## config.mk

```make
export PLATFORM = sky130hd
export DESIGN_NAME = pid_servo_angle_controller_core
export DESIGN_NICKNAME = d
export VERILOG_FILES = /design/src/hdl/psac_pkg.sv /design/src/hdl/psac_datapath.sv /design/src/hdl/pid_servo_angle_controller_core.sv
export VERILOG_INCLUDE_DIRS = /design/src /design/src/hdl
export SDC_FILE = /design/constraint.sdc
export NUM_CORES = 2
export LEC_CHECK = 0
export ABC_AREA = 1
export BUFFER_PORTS_ARGS = -buffer_cell sky130_fd_sc_hd__buf_2
export CORE_MARGIN = 2
export CORE_UTILIZATION = 25
export DETAILED_ROUTE_END_ITERATION = 12
export PLACE_DENSITY = 0.44
export SYNTH_ARGS = -nofsm -noshare
export SYNTH_HDL_FRONTEND = slang
export SYNTH_SLANG_ARGS = --single-unit
```

## constraint.sdc

```tcl
create_clock -name i_clk -period 9.8 [get_ports i_clk]
set_input_delay 0 -clock i_clk [delete_from_list [all_inputs] [get_ports i_clk]]
set_output_delay 0 -clock i_clk [all_outputs]
set_load 0.02 [all_outputs]
```

## src/hdl/pid_servo_angle_controller_core_assert.svh

```systemverilog
// Assertion macros shared by the PID servo controller RTL.
// Each macro expects i_clk and i_rst_n in the scope where it is used.
`ifndef PID_SERVO_ANGLE_CONTROLLER_CORE_ASSERT_SVH
`define PID_SERVO_ANGLE_CONTROLLER_CORE_ASSERT_SVH

// Property checked every clock outside reset.
`define PSAC_ASSERT(lbl, prop, msg) \
    lbl: assert property (@(posedge i_clk) disable iff (!i_rst_n) prop) \
        else $error(msg);

// Condition in one cycle implies a consequence in the next.
`define PSAC_ASSERT_NEXT(lbl, ante, cons, msg) \
    lbl: assert property (@(posedge i_clk) disable iff (!i_rst_n) (ante) |=> (cons)) \
        else $error(msg);

`endif

```

## src/hdl/psac_pkg.sv

```systemverilog
// Package for the PID servo angle controller: widths, config struct,
// microcode control word and the microprogram ROM. No dependencies.
package psac_pkg;

    localparam int ERR_W   = 15;   // error after deadband, signed Q7.8
    localparam int DIFF_W  = 17;   // error difference
    localparam int ACC_W   = 34;   // integral accumulator, signed Q.24
    localparam int ACCT_W  = 35;   // accumulator before clamp
    localparam int MA_W    = 34;   // multiplier operand A, signed
    localparam int MB_W    = 18;   // multiplier operand B, signed
    localparam int PROD_W  = MA_W + MB_W;
    localparam int SUM_W   = 61;   // angle sum, signed Q.32
    localparam int FRAC_Q  = 32;
    localparam int STEP_W  = 4;

    localparam logic signed [SUM_W-1:0] SUM_CENTER = 61'sd386547056640; // 90.0
    localparam logic signed [SUM_W-1:0] SUM_MAX    = 61'sd773094113280; // 180.0
    localparam logic [7:0]              ANGLE_MAX  = 8'd180;
    localparam logic [10:0]             PW_MIN     = 11'd250;
    // ceil(2^16 / 9): (50*angle*RECIP9) >> 16 == (1000*angle) / 180 for angle <= 180
    localparam logic signed [MB_W-1:0]  RECIP9     = 18'sd7282;

    typedef struct packed {
        logic [13:0] setpoint;
        logic [13:0] deadband;
        logic [15:0] prop_gain;
        logic [15:0] integ_gain;
        logic [15:0] deriv_gain;
        logic [15:0] period_frac;
        logic [9:0]  update_rate;
        logic [15:0] integ_limit;
    } t_cfg;

    typedef enum logic [2:0] {
        REG_SETPOINT    = 3'd0,
        REG_DEADBAND    = 3'd1,
        REG_PROP_GAIN   = 3'd2,
        REG_INTEG_GAIN  = 3'd3,
        REG_DERIV_GAIN  = 3'd4,
        REG_PERIOD_FRAC = 3'd5,
        REG_UPDATE_RATE = 3'd6,
        REG_INTEG_LIMIT = 3'd7
    } t_reg_idx;

    typedef enum logic [1:0] {
        SEQ_NEXT,
        SEQ_WAIT_IN,
        SEQ_WAIT_OUT,
        SEQ_JUMP
    } t_seq;

    typedef enum logic [2:0] {
        A_ERR,
        A_DIFF,
        A_PROD,
        A_ACC,
        A_ANG50
    } t_a_sel;

    typedef enum logic [2:0] {
        B_PERIOD,
        B_PGAIN,
        B_RATE,
        B_DGAIN,
        B_IGAIN,
        B_RECIP
    } t_b_sel;

    typedef enum logic [3:0] {
        ALU_NOP,
        ALU_ERR,
        ALU_DB,
        ALU_DIFF,
        ALU_ACCADD,
        ALU_ACCCLP,
        ALU_SUM16,
        ALU_SUM,
        ALU_SAT,
        ALU_PW
    } t_alu_op;

    typedef struct packed {
        t_seq              seq;
        logic [STEP_W-1:0] target;
        logic              mul_en;
        t_a_sel            a_sel;
        t_b_sel            b_sel;
        t_alu_op           alu;
    } t_ctrl;

    localparam logic [STEP_W-1:0] STEP_WAIT  = 4'd0;
    localparam logic [STEP_W-1:0] STEP_ERR   = 4'd1;
    localparam logic [STEP_W-1:0] STEP_DB    = 4'd2;
    localparam logic [STEP_W-1:0] STEP_DIFF  = 4'd3;
    localparam logic [STEP_W-1:0] STEP_ACCA  = 4'd4;
    localparam logic [STEP_W-1:0] STEP_ACCC  = 4'd5;
    localparam logic [STEP_W-1:0] STEP_DMUL  = 4'd6;
    localparam logic [STEP_W-1:0] STEP_SUMD  = 4'd7;
    localparam logic [STEP_W-1:0] STEP_SUMI  = 4'd8;
    localparam logic [STEP_W-1:0] STEP_SAT   = 4'd9;
    localparam logic [STEP_W-1:0] STEP_PWMUL = 4'd10;
    localparam logic [STEP_W-1:0] STEP_PW    = 4'd11;
    localparam logic [STEP_W-1:0] STEP_OUT   = 4'd12;

    // Microprogram. Multiplier result is registered in the product register,
    // so each ALU op that uses the product consumes the one issued the step before.
    function automatic t_ctrl ucode(input logic [STEP_W-1:0] step);
        t_ctrl w;
        w = '{seq: SEQ_NEXT, target: STEP_WAIT, mul_en: 1'b0,
              a_sel: A_ERR, b_sel: B_PERIOD, alu: ALU_NOP};
        unique case (step)
            STEP_WAIT: begin
                w.seq = SEQ_WAIT_IN;
            end
            STEP_ERR: begin
                w.alu = ALU_ERR;
            end
            STEP_DB: begin
                w.alu = ALU_DB;
            end
            STEP_DIFF: begin
                w.alu = ALU_DIFF;
                w.mul_en = 1'b1; w.a_sel = A_ERR; w.b_sel = B_PERIOD;
            end
            STEP_ACCA: begin
                w.alu = ALU_ACCADD;
                w.mul_en = 1'b1; w.a_sel = A_ERR; w.b_sel = B_PGAIN;
            end
            STEP_ACCC: begin
                w.alu = ALU_ACCCLP;
                w.mul_en = 1'b1; w.a_sel = A_DIFF; w.b_sel = B_RATE;
            end
            STEP_DMUL: begin
                w.mul_en = 1'b1; w.a_sel = A_PROD; w.b_sel = B_DGAIN;
            end
            STEP_SUMD: begin
                w.alu = ALU_SUM16;
                w.mul_en = 1'b1; w.a_sel = A_ACC; w.b_sel = B_IGAIN;
            end
            STEP_SUMI: begin
                w.alu = ALU_SUM;
            end
            STEP_SAT: begin
                w.alu = ALU_SAT;
            end
            STEP_PWMUL: begin
                w.mul_en = 1'b1; w.a_sel = A_ANG50; w.b_sel = B_RECIP;
            end
            STEP_PW: begin
                w.alu = ALU_PW;
            end
            STEP_OUT: begin
                w.seq = SEQ_WAIT_OUT;
                w.target = STEP_WAIT;
            end
            default: begin
                w.seq = SEQ_JUMP;
                w.target = STEP_WAIT;
            end
        endcase
        return w;
    endfunction

endpackage

```

## src/hdl/psac_datapath.sv

```systemverilog
// Datapath of the PID servo controller: one shared 34x18 signed multiplier,
// error/integral/sum registers and the ALU ops. Driven by psac_pkg::t_ctrl.
module psac_datapath (
    input  logic              i_clk,
    input  logic              i_rst_n,
    input  psac_pkg::t_ctrl   i_ctrl,
    input  psac_pkg::t_cfg    i_cfg,
    input  logic              i_load,
    input  logic [13:0]       i_meas,
    output logic [7:0]        o_angle,
    output logic [10:0]       o_pw,
    output logic              o_clamped
);

    localparam int ErrW  = psac_pkg::ERR_W;
    localparam int DiffW = psac_pkg::DIFF_W;
    localparam int AccW  = psac_pkg::ACC_W;
    localparam int AcctW = psac_pkg::ACCT_W;
    localparam int MaW   = psac_pkg::MA_W;
    localparam int MbW   = psac_pkg::MB_W;
    localparam int ProdW = psac_pkg::PROD_W;
    localparam int SumW  = psac_pkg::SUM_W;
    localparam int FracQ = psac_pkg::FRAC_Q;

    logic [13:0]              r_meas;
    logic signed [ErrW-1:0]   r_err;
    logic signed [ErrW-1:0]   r_last;
    logic signed [DiffW-1:0]  r_diff;
    logic signed [AccW-1:0]   r_acc;
    logic signed [AcctW-1:0]  r_acct;
    logic signed [ProdW-1:0]  r_prod;
    logic signed [SumW-1:0]   r_sum;
    logic [7:0]               r_angle;
    logic [10:0]              r_pw;
    logic                     r_clamped;

    logic signed [MaW-1:0]    w_a;
    logic signed [MbW-1:0]    w_b;
    logic [13:0]              w_ang50;
    logic [ErrW-1:0]          w_mag;
    logic signed [AcctW-1:0]  w_lim;
    logic signed [AcctW-1:0]  w_neg_lim;
    logic signed [SumW-1:0]   w_prod_ext;
    logic signed [SumW-1:0]   w_prod_sh16;

    always_comb begin
        w_ang50 = {1'b0, r_angle, 5'b0} + {2'b0, r_angle, 4'b0} + {5'b0, r_angle, 1'b0};
        unique case (i_ctrl.a_sel)
            psac_pkg::A_ERR:   w_a = MaW'(r_err);
            psac_pkg::A_DIFF:  w_a = MaW'(r_diff);
            psac_pkg::A_PROD:  w_a = r_prod[MaW-1:0];
            psac_pkg::A_ACC:   w_a = MaW'(r_acc);
            psac_pkg::A_ANG50: w_a = MaW'($signed({1'b0, w_ang50}));
            default:           w_a = '0;
        endcase
        unique case (i_ctrl.b_sel)
            psac_pkg::B_PERIOD: w_b = $signed({2'b00, i_cfg.period_frac});
            psac_pkg::B_PGAIN:  w_b = $signed({2'b00, i_cfg.prop_gain});
            psac_pkg::B_RATE:   w_b = $signed({8'b0, i_cfg.update_rate});
            psac_pkg::B_DGAIN:  w_b = $signed({2'b00, i_cfg.deriv_gain});
            psac_pkg::B_IGAIN:  w_b = $signed({2'b00, i_cfg.integ_gain});
            psac_pkg::B_RECIP:  w_b = psac_pkg::RECIP9;
            default:            w_b = '0;
        endcase
        w_mag       = r_err[ErrW-1] ? ErrW'(-r_err) : ErrW'(r_err);
        w_lim       = $signed({3'b000, i_cfg.integ_limit, 16'h0000});
        w_neg_lim   = -w_lim;
        w_prod_ext  = SumW'(r_prod);
        w_prod_sh16 = w_prod_ext <<< 16;
    end

    always_ff @(posedge i_clk) begin
        if (i_load) begin
            r_meas <= i_meas;
        end
        if (i_ctrl.mul_en) begin
            r_prod <= w_a * w_b;
        end
        unique case (i_ctrl.alu)
            psac_pkg::ALU_ERR: begin
                r_err <= $signed({1'b0, r_meas}) - $signed({1'b0, i_cfg.setpoint});
            end
            psac_pkg::ALU_DB: begin
                if (w_mag < {1'b0, i_cfg.deadband}) begin
                    r_err <= '0;
                end
            end
            psac_pkg::ALU_ACCADD: begin
                r_acct <= AcctW'(r_acc) + $signed(r_prod[AcctW-1:0]);
            end
            psac_pkg::ALU_ACCCLP: begin
                // product register holds the P term here
                r_sum <= psac_pkg::SUM_CENTER + w_prod_sh16;
            end
            psac_pkg::ALU_SUM16: begin
                r_sum <= r_sum + w_prod_sh16;
            end
            psac_pkg::ALU_SUM: begin
                r_sum <= r_sum + w_prod_ext;
            end
            psac_pkg::ALU_SAT: begin
                if (r_sum[SumW-1]) begin
                    r_angle   <= '0;
                    r_clamped <= 1'b1;
                end else if (r_sum > psac_pkg::SUM_MAX) begin
                    r_angle   <= psac_pkg::ANGLE_MAX;
                    r_clamped <= 1'b1;
                end else begin
                    r_angle   <= r_sum[FracQ+7:FracQ];
                    r_clamped <= 1'b0;
                end
            end
            psac_pkg::ALU_PW: begin
                r_pw <= psac_pkg::PW_MIN + {1'b0, r_prod[25:16]};
            end
            default: begin
            end
        endcase
    end

    // controller state: derivative history and integral, cleared by reset
    always_ff @(posedge i_clk) begin
        if (!i_rst_n) begin
            r_last <= '0;
            r_diff <= '0;
            r_acc  <= '0;
        end else begin
            if (i_ctrl.alu == psac_pkg::ALU_DIFF) begin
                r_diff <= DiffW'(r_err) - DiffW'(r_last);
                r_last <= r_err;
            end
            // anti-windup clamp
            if (i_ctrl.alu == psac_pkg::ALU_ACCCLP) begin
                if (r_acct > w_lim) begin
                    r_acc <= w_lim[AccW-1:0];
                end else if (r_acct < w_neg_lim) begin
                    r_acc <= w_neg_lim[AccW-1:0];
                end else begin
                    r_acc <= r_acct[AccW-1:0];
                end
            end
        end
    end

    assign o_angle   = r_angle;
    assign o_pw      = r_pw;
    assign o_clamped = r_clamped;

endmodule

```

## src/hdl/pid_servo_angle_controller_core.sv

```systemverilog
// Top level of the PID servo angle controller: config registers, microcode
// step counter, stream handshakes and output register.
// Depends on psac_pkg, psac_datapath and pid_servo_angle_controller_core_assert.svh.
//
// One measured distance in, one servo command out. A 13-step microprogram
// in psac_pkg drives a datapath with a single shared 34x18 multiplier
// (used six times per item); an item accepted at step 0 is loaded into the
// output register at the final step, and the next item is taken at step 0
// again as long as the output register drains. The result waits in its own
// register, so the core works on the next item meanwhile.
// Configuration is written through i_cfg_*; the user must write it only while no item is in flight (not enforced).
module pid_servo_angle_controller_core (
    input  logic        i_clk,
    input  logic        i_rst_n,
    input  logic        i_cfg_we,
    input  logic [2:0]  i_cfg_addr,
    input  logic [15:0] i_cfg_wdata,
    input  logic        s_axis_tvalid,
    output logic        s_axis_tready,
    input  logic [15:0] s_axis_tdata,   // [13:0] measured_dist
    output logic        m_axis_tvalid,
    input  logic        m_axis_tready,
    output logic [23:0] m_axis_tdata,   // [7:0] servo_angle, [18:8] pulse_ticks
    output logic        m_axis_tuser    // [0] angle_clamped
);

    psac_pkg::t_cfg                     r_cfg;
    logic [psac_pkg::STEP_W-1:0]        r_step;
    logic [psac_pkg::STEP_W-1:0]        n_step;
    psac_pkg::t_ctrl                    w_ctrl;
    logic                               w_in_acc;
    logic                               w_out_free;
    logic                               w_out_load;
    logic                               r_out_valid;
    logic [7:0]                         r_out_angle;
    logic [10:0]                        r_out_pw;
    logic                               r_out_clamped;
    logic [7:0]                         w_angle;
    logic [10:0]                        w_pw;
    logic                               w_clamped;

    always_ff @(posedge i_clk) begin
        if (!i_rst_n) begin
            r_cfg.setpoint    <= 14'd5120;
            r_cfg.deadband    <= 14'd512;
            r_cfg.prop_gain   <= 16'd2048;
            r_cfg.integ_gain  <= 16'd205;
            r_cfg.deriv_gain  <= 16'd307;
            r_cfg.period_frac <= 16'd3277;
            r_cfg.update_rate <= 10'd20;
            r_cfg.integ_limit <= 16'd12800;
        end else if (i_cfg_we) begin
            unique case (psac_pkg::t_reg_idx'(i_cfg_addr))
                psac_pkg::REG_SETPOINT:    r_cfg.setpoint    <= i_cfg_wdata[13:0];
                psac_pkg::REG_DEADBAND:    r_cfg.deadband    <= i_cfg_wdata[13:0];
                psac_pkg::REG_PROP_GAIN:   r_cfg.prop_gain   <= i_cfg_wdata;
                psac_pkg::REG_INTEG_GAIN:  r_cfg.integ_gain  <= i_cfg_wdata;
                psac_pkg::REG_DERIV_GAIN:  r_cfg.deriv_gain  <= i_cfg_wdata;
                psac_pkg::REG_PERIOD_FRAC: r_cfg.period_frac <= i_cfg_wdata;
                psac_pkg::REG_UPDATE_RATE: r_cfg.update_rate <= i_cfg_wdata[9:0];
                psac_pkg::REG_INTEG_LIMIT: r_cfg.integ_limit <= i_cfg_wdata;
                default: begin
                end
            endcase
        end
    end

    assign w_ctrl        = psac_pkg::ucode(r_step);
    // no item is taken while reset is held
    assign s_axis_tready = i_rst_n & (w_ctrl.seq == psac_pkg::SEQ_WAIT_IN);
    assign w_in_acc      = s_axis_tvalid & s_axis_tready;
    assign w_out_free    = ~r_out_valid | m_axis_tready;
    assign w_out_load    = (w_ctrl.seq == psac_pkg::SEQ_WAIT_OUT) & w_out_free;

    always_comb begin
        unique case (w_ctrl.seq)
            psac_pkg::SEQ_NEXT:     n_step = r_step + psac_pkg::STEP_W'(1);
            psac_pkg::SEQ_WAIT_IN:  n_step = w_in_acc ? r_step + psac_pkg::STEP_W'(1) : r_step;
            psac_pkg::SEQ_WAIT_OUT: n_step = w_out_free ? w_ctrl.target : r_step;
            psac_pkg::SEQ_JUMP:     n_step = w_ctrl.target;
            default:                n_step = psac_pkg::STEP_WAIT;
        endcase
    end

    always_ff @(posedge i_clk) begin
        if (!i_rst_n) begin
            r_step      <= psac_pkg::STEP_WAIT;
            r_out_valid <= 1'b0;
        end else begin
            r_step <= n_step;
            if (w_out_load) begin
                r_out_valid <= 1'b1;
            end else if (m_axis_tready) begin
                r_out_valid <= 1'b0;
            end
        end
    end

    always_ff @(posedge i_clk) begin
        if (w_out_load) begin
            r_out_angle   <= w_angle;
            r_out_pw      <= w_pw;
            r_out_clamped <= w_clamped;
        end
    end

    psac_datapath u_datapath (
        .i_clk     (i_clk),
        .i_rst_n   (i_rst_n),
        .i_ctrl    (w_ctrl),
        .i_cfg     (r_cfg),
        .i_load    (w_in_acc),
        .i_meas    (s_axis_tdata[13:0]),
        .o_angle   (w_angle),
        .o_pw      (w_pw),
        .o_clamped (w_clamped)
    );

    assign m_axis_tvalid = r_out_valid;
    assign m_axis_tdata  = {5'b0, r_out_pw, r_out_angle};
    assign m_axis_tuser  = r_out_clamped;

`include "pid_servo_angle_controller_core_assert.svh"

    `PSAC_ASSERT(a_step_range, (r_step <= psac_pkg::STEP_OUT), "step counter out of program")
    `PSAC_ASSERT_NEXT(a_accept_starts, w_in_acc, (r_step == psac_pkg::STEP_ERR), "item not started")
    `PSAC_ASSERT(a_out_from_last, ($rose(m_axis_tvalid) |-> $past(r_step == psac_pkg::STEP_OUT)), "result not from final step")
    `PSAC_ASSERT(a_out_range, (m_axis_tvalid |-> (r_out_angle <= 8'd180 && r_out_pw >= 11'd250 && r_out_pw <= 11'd1250)), "result out of range")

endmodule
```

# Word level (Yosys, flattened, before mapping)
# Index checks and enable logic that the tools add are counted.
# classes
add_sub_neg	12
mul	1
order_cmp	4
eq_ne	43
mux	18
n_bitwise	5
n_reduce_logical	20
# ops
op	count
one-hot mux 61 bit (3 select lines)	1
one-hot mux 34 bit (5 select lines)	1
one-hot mux 16 bit (6 select lines)	1
2-to-1 mux 34 bit	2
adder 40 x 61 -> 61 bit, first input constant	1
adder 61 x 51 -> 61 bit	1
adder 61 bit	1
greater-than comparator 61 x 41 -> 1 bit, second input constant	1
multiplier 34 x 17 -> 51 bit	1
one-hot mux 7 bit (6 select lines)	1
one-hot mux 4 bit (9 select lines)	1
adder 34 x 35 -> 35 bit	1
greater-than comparator 35 x 33 -> 1 bit	1
< comparator 35 bit	1
negation 32 -> 35 bit	1
equality test 4 x 3 -> 1 bit, second input constant	8
2-to-1 mux 15 bit	2
one-hot mux 15 bit (2 select lines)	1
equality test 4 bit, second input constant	7
equality test 3 bit, second input constant	7
AND reduction 2 bit	10
equality test 3 x 2 -> 1 bit, second input constant	6
equality test 4 x 2 -> 1 bit, second input constant	4
one-hot mux 4 bit (4 select lines)	1
other kinds (28)	41
# word_totals
register_bits	405
input_bits	40
output_inout_bits	27
wordCells	128

# Depth between registers and ports, before layout
# logic_depth
word_depth	8
ltp_mapped	37
ltp_nobuf	36

# By module
# Synthesis repeated with hierarchy kept, for this count alone.
# unflattened
cells_unflattened	7008
area_unflattened_um2	50842.5
# modules_own_cells
mod	instances	cells_per_inst	area_each_um2	seq_area_each_um2
psac_datapath	1	6357	45489.9	7186.9
pid_servo_angle_controller_core	1	651	5352.6	3062.9

# Worst setup path before layout
# No wires, ideal clock.
# synth_path
path_kind	flip-flop to flip-flop
from	register u_datapath.r_angle[0] (netlist: u_datapath.o_angle[0])
to	register, netlist name u_datapath.r_prod[50]
setup_time_ns	0.256
t_arrival_ns	7.168
t_required_ns	9.544
setup_slack_ns	2.376
stages_incl_launch_ff	34
path_buffers	1
period_less_slack_ns	7.424
path_cell_list	edfxtp_1 fa_1 ha_1 inv_1 fa_1 o21ai_0 nand2_1 nand2_1 a21oi_1 xor2_1 nor2_1 nor2_1 buf_2 nor2_1 fa_1 inv_1 fa_1 fa_1 inv_1 fa_1 fa_1 inv_1 fa_1 inv_1 ha_1 nand2_1 nor2_1 nand2_1 o21ai_0 nand3_1 a21boi_0 nor2_1 nand2_1 nand2_1
# synth_between
elab_chain_len	4
# synth_rtl
item	line_no	source
start, declared	psac_datapath.sv:33	logic [7:0] r_angle;
start signal, assigned	psac_datapath.sv:106	r_angle <= psac_pkg::ANGLE_MAX;
start signal, assigned	psac_datapath.sv:109	r_angle <= r_sum[FracQ+7:FracQ];
adder 13 x 12 -> 14 bit	psac_datapath.sv:47	w_ang50 = {1'b0, r_angle, 5'b0} + {2'b0, r_angle, 4'b0} + {5'b0, r_angle, 1'b0};
adder 14 x 9 -> 14 bit *	psac_datapath.sv:47	
one-hot mux 34 bit (5 select lines) *	psac_datapath.sv:48	unique case (i_ctrl.a_sel)
multiplier 34 x 17 -> 51 bit *	psac_datapath.sv:77	r_prod <= w_a * w_b;
# Every way passes the cells marked *; elsewhere a longest branch is shown, timed or not.
# A chain may end at the register's enable or synchronous reset.

# Final worst setup path
# layout_path
from	register u_datapath.r_angle[1] (netlist: u_datapath.o_angle[1])
to	register, netlist name u_datapath.r_prod[50]
# layout_between
elab_chain_len	4
# layout_rtl
item	line_no
adder 13 x 12 -> 14 bit	psac_datapath.sv:47
adder 14 x 9 -> 14 bit *	psac_datapath.sv:47
one-hot mux 34 bit (5 select lines) *	psac_datapath.sv:48
multiplier 34 x 17 -> 51 bit *	psac_datapath.sv:77
# Marked as above.

==> results.txt <==
The run finished with clean final reports. The global-route track usage on met1 came out at 0.264. The number of global-route vias before repair came out at 46352. The startpoint identified for the worst register-to-register timing path is u_datapath.o_angle[1]. The ratio of cells with drive above 1 in the final layout came out at 0.0526. The area of placed instances came out at 54000 um2. After routing, the total negative slack on setup checks comes to 0 ps. The worst hold path begins at s_axis_tdata[10]. The share of synthesized area in the top cell type comes to 0.209. Once placement completed, the tool counted placed cells totaling 9605. The global route total overflow came out at 0. The core area came out at 202000 um2.

The worst setup path is captured at a register. TritonCTS built the clock tree. STA classifies the critical path startpoint as a register. The worst hold path terminates at u_datapath.r_meas[10]. The class of the worst hold path is input pin to register. Data on the critical path is required at its endpoint by 10150 ps. The hold violation total from the final report came out at 0.

The transition time at the pin with the least slew margin came out at 1190 ps. Relative to the synthesized area, the layout overhead comes to 11.3%. Among cell families on the critical path, the largest total delay comes from adder cells.

The worst clock skew on the final layout is 64.1 ps. The final routed wirelength across all metal layers came out at 197000 um. For this design, the sink count on the clock tree is 404. The count of buffers from port buffering came out at 59. The clock input transition at the sequential cells of the worst setup and hold paths came out at 60 ps. After detailed routing, the average wire length per cell comes to 20.2 um. The arrival time reported for the critical path endpoint is 9210 ps. The number of distinct standard cells referenced by the synthesized netlist came out at 60.

The final HPWL from detailed placement came out at 161000 um. Once layout is done, the placed cells without fillers occupy 56300 um2. The number of cells traversed by the worst register-to-register path came out at 33. After synthesis, the most frequently instantiated cells are nand2_1, inv_1, nor2_1. The max-cap check violation count came out at 0. The die height came out at 454 um. The post-synthesis instance area came out at 50600 um2. On the worst path, the slowest cell contributes a delay of 570 ps. Ranked by total cell area, the synthesized netlist is headed by fa_1, edfxtp_1, nand2_1. For the finished layout, the period the worst path requires is 8860 ps. The slowest stage of the critical path belongs to the cell fa_1. The clock insertion delay at the later pin of the skew report is 660 ps. The number of placement rows is 165. The part of the Yosys area used for sequential elements is 0.203. Once detail routing completed, the nets flagged for antenna violations numbered 0. The number of buffers and inverters on the critical path is 6. Of all cell types, the one taking the most synthesized area is fa_1. For this configuration, the core starts out at a cell density of 0.251.

For this run, global-route usage on met3 was measured as 0.0179. The max-slew violation total from the final report is 0. In the synthesized netlist the async set-or-reset flop fraction comes to 0. The weighted congestion at the end of routability-driven global placement is 0.935. The cell type with the highest occurrence count on the critical path is fa_1. For met2 alone, demand over resource in global routing was 0.313. In this run the deepest clock path goes through 3 buffers.

The repair_antennas step left the layout with diodes totalling 0. The number of placed I/O pins came out at 67. In this run the critical register-to-register path is captured at u_datapath.r_prod[50]. Setup repair after global routing left no endpoint under its margin. The die is 454 um wide.

The global-route wire length before repair is 295000 um. The most common cell in the netlist is nand2_1. The number of instances in the synthesized netlist is 6954.

The most used flip-flop cell after synthesis is edfxtp_1. The synthesis-stage register bit count is 404. The die footprint is 206000 um2. After the flow finishes, the layout carries non-filler instances totaling 9749.

For this run, the total global-route usage over all layers was measured as 0.190. The number of flops mapped to enable cells by yosys is 216. The initial antenna violation count came out at 4. The H-tree was split into 2 levels. The instance count along the most critical hold path came out at 2. The minimum hold slack is 56.4 ps. The mean area per synthesized cell came out at 7.27 um2. The worst-path maximum fanout is 11.

The first detailed-routing pass ran for 7 iterations. In this run, the number of DRC markers left after iteration 0 of detailed routing was 3609. The normalized max-slew margin is 0.206. The worst reg-to-reg setup slack came out at 940 ps. The total setup violations reported at the end of the flow is 0.

The number of buffers created by CTS came out at 51. The maximum operating frequency came out at 113 MHz. The cell sitting at the root of the clock tree is a clkbuf_16. The number of design rule violations left after detail routing came out at 0. The critical path is of the register to register type. met2 is the most crowded layer. The number of warnings issued by yosys is 0. The final layout net count is 7956. The detailed-route vias per instance is 4.70. Summing over every cut layer, the via total after detailed routing is 45812. The final clock period utilization by the worst path came out at 0.904.

Entering global routing, the biggest net connects 105 pins.
## worst max path at each step
stage | end | cells after the start | start | slack, ps
after floorplan | u_datapath.r_prod[50] | 33 | u_datapath.o_angle[0] | 2380
after global placement | u_datapath.r_prod[50] | 30 | u_datapath.o_angle[2] | 1090
after detailed placement | u_datapath.r_prod[50] | 30 | u_datapath.o_angle[2] | 1010
after CTS | u_datapath.r_prod[50] | 32 | u_datapath.o_angle[1] | 960
after global routing | u_datapath.r_prod[50] | 32 | u_datapath.o_angle[1] | 500
final | u_datapath.r_prod[50] | 33 | u_datapath.o_angle[1] | 940
## kinds of logic (layout without fill, tap and decap cells)
kind of cell             count (synthesis)  count (layout)  synth area share
AND/OR/NAND/NOR                       2986            2986             0.249
buffers and inverters                 1550            1669             0.120
AO/OA/AOI/OAI                          990             990             0.107
adder cells (fa/ha/maj)                882             882             0.296
flip-flops                             404             404             0.203
XOR/XNOR                               141             141            0.0244
other                                    1               5         0.0000741
## per-layer routing
metal  wire length (um)  up-vias
met1              92000    22449
met2              90000     1124
met5                 11        -
met4               5310        2
met3               9290      220
li1                   -    22017
## what timing repair did
item,4_1_cts,5_1_grt
buffers inserted,0,0
hold buffers,48,0
hold endpoints to repair,180,0
gates resized for setup,0,0
## per-stage QoR
step / utilization / worst slack [ps]
global route: 0.279 / 497
global placement: 0.268 / 1090
finish: 0.279 / 939
CTS: 0.279 / 961
floorplan: - / 2380
detailed placement: 0.268 / 1010
## state kept, by name, summed over array words and instances, names as in the netlist, 11 cells and up
register	count
u_datapath.r_acct	35
u_datapath.r_sum	61
u_datapath.r_acc	34
r_cfg	118
u_datapath.r_meas	14
u_datapath.r_last	15
r_out_pw	11
u_datapath.r_diff	16
u_datapath.o_pw	11
u_datapath.r_err	15
u_datapath.r_prod	51
## area by class of cell
cell class	instances	area, um2
repair buffers	182	1380
flip-flops and latches	404	10200
multi-input cells	5004	34300
clock buffers	77	1530
clock inverters	19	265
inverters	1391	5230
well taps	2672	3340
fillers	22193	145000
## cells in the final DEF, fill, tap and decap left out, types with 53 or more instances in the layout
cell       netlist  routed
xor2_1          87      87
clkbuf_16        0      53
buf_2           71      58
a21oi_1        465     464
inv_1         1338    1338
xnor2_1         54      54
buf_4           22      73
edfxtp_1       216     216
fa_1           527     527
nand3_1        384     383
o21ai_0        348     348
ha_1           355     355
dfxtp_1        188     188
nand4_1         65      65
nand2_1       1613    1613
nor2_1         711     707
nor3_1          55      54
Power is left out: the tool's default activity adds up to more than one toggle a clock period on the data nets, which glitch-free logic cannot reach.
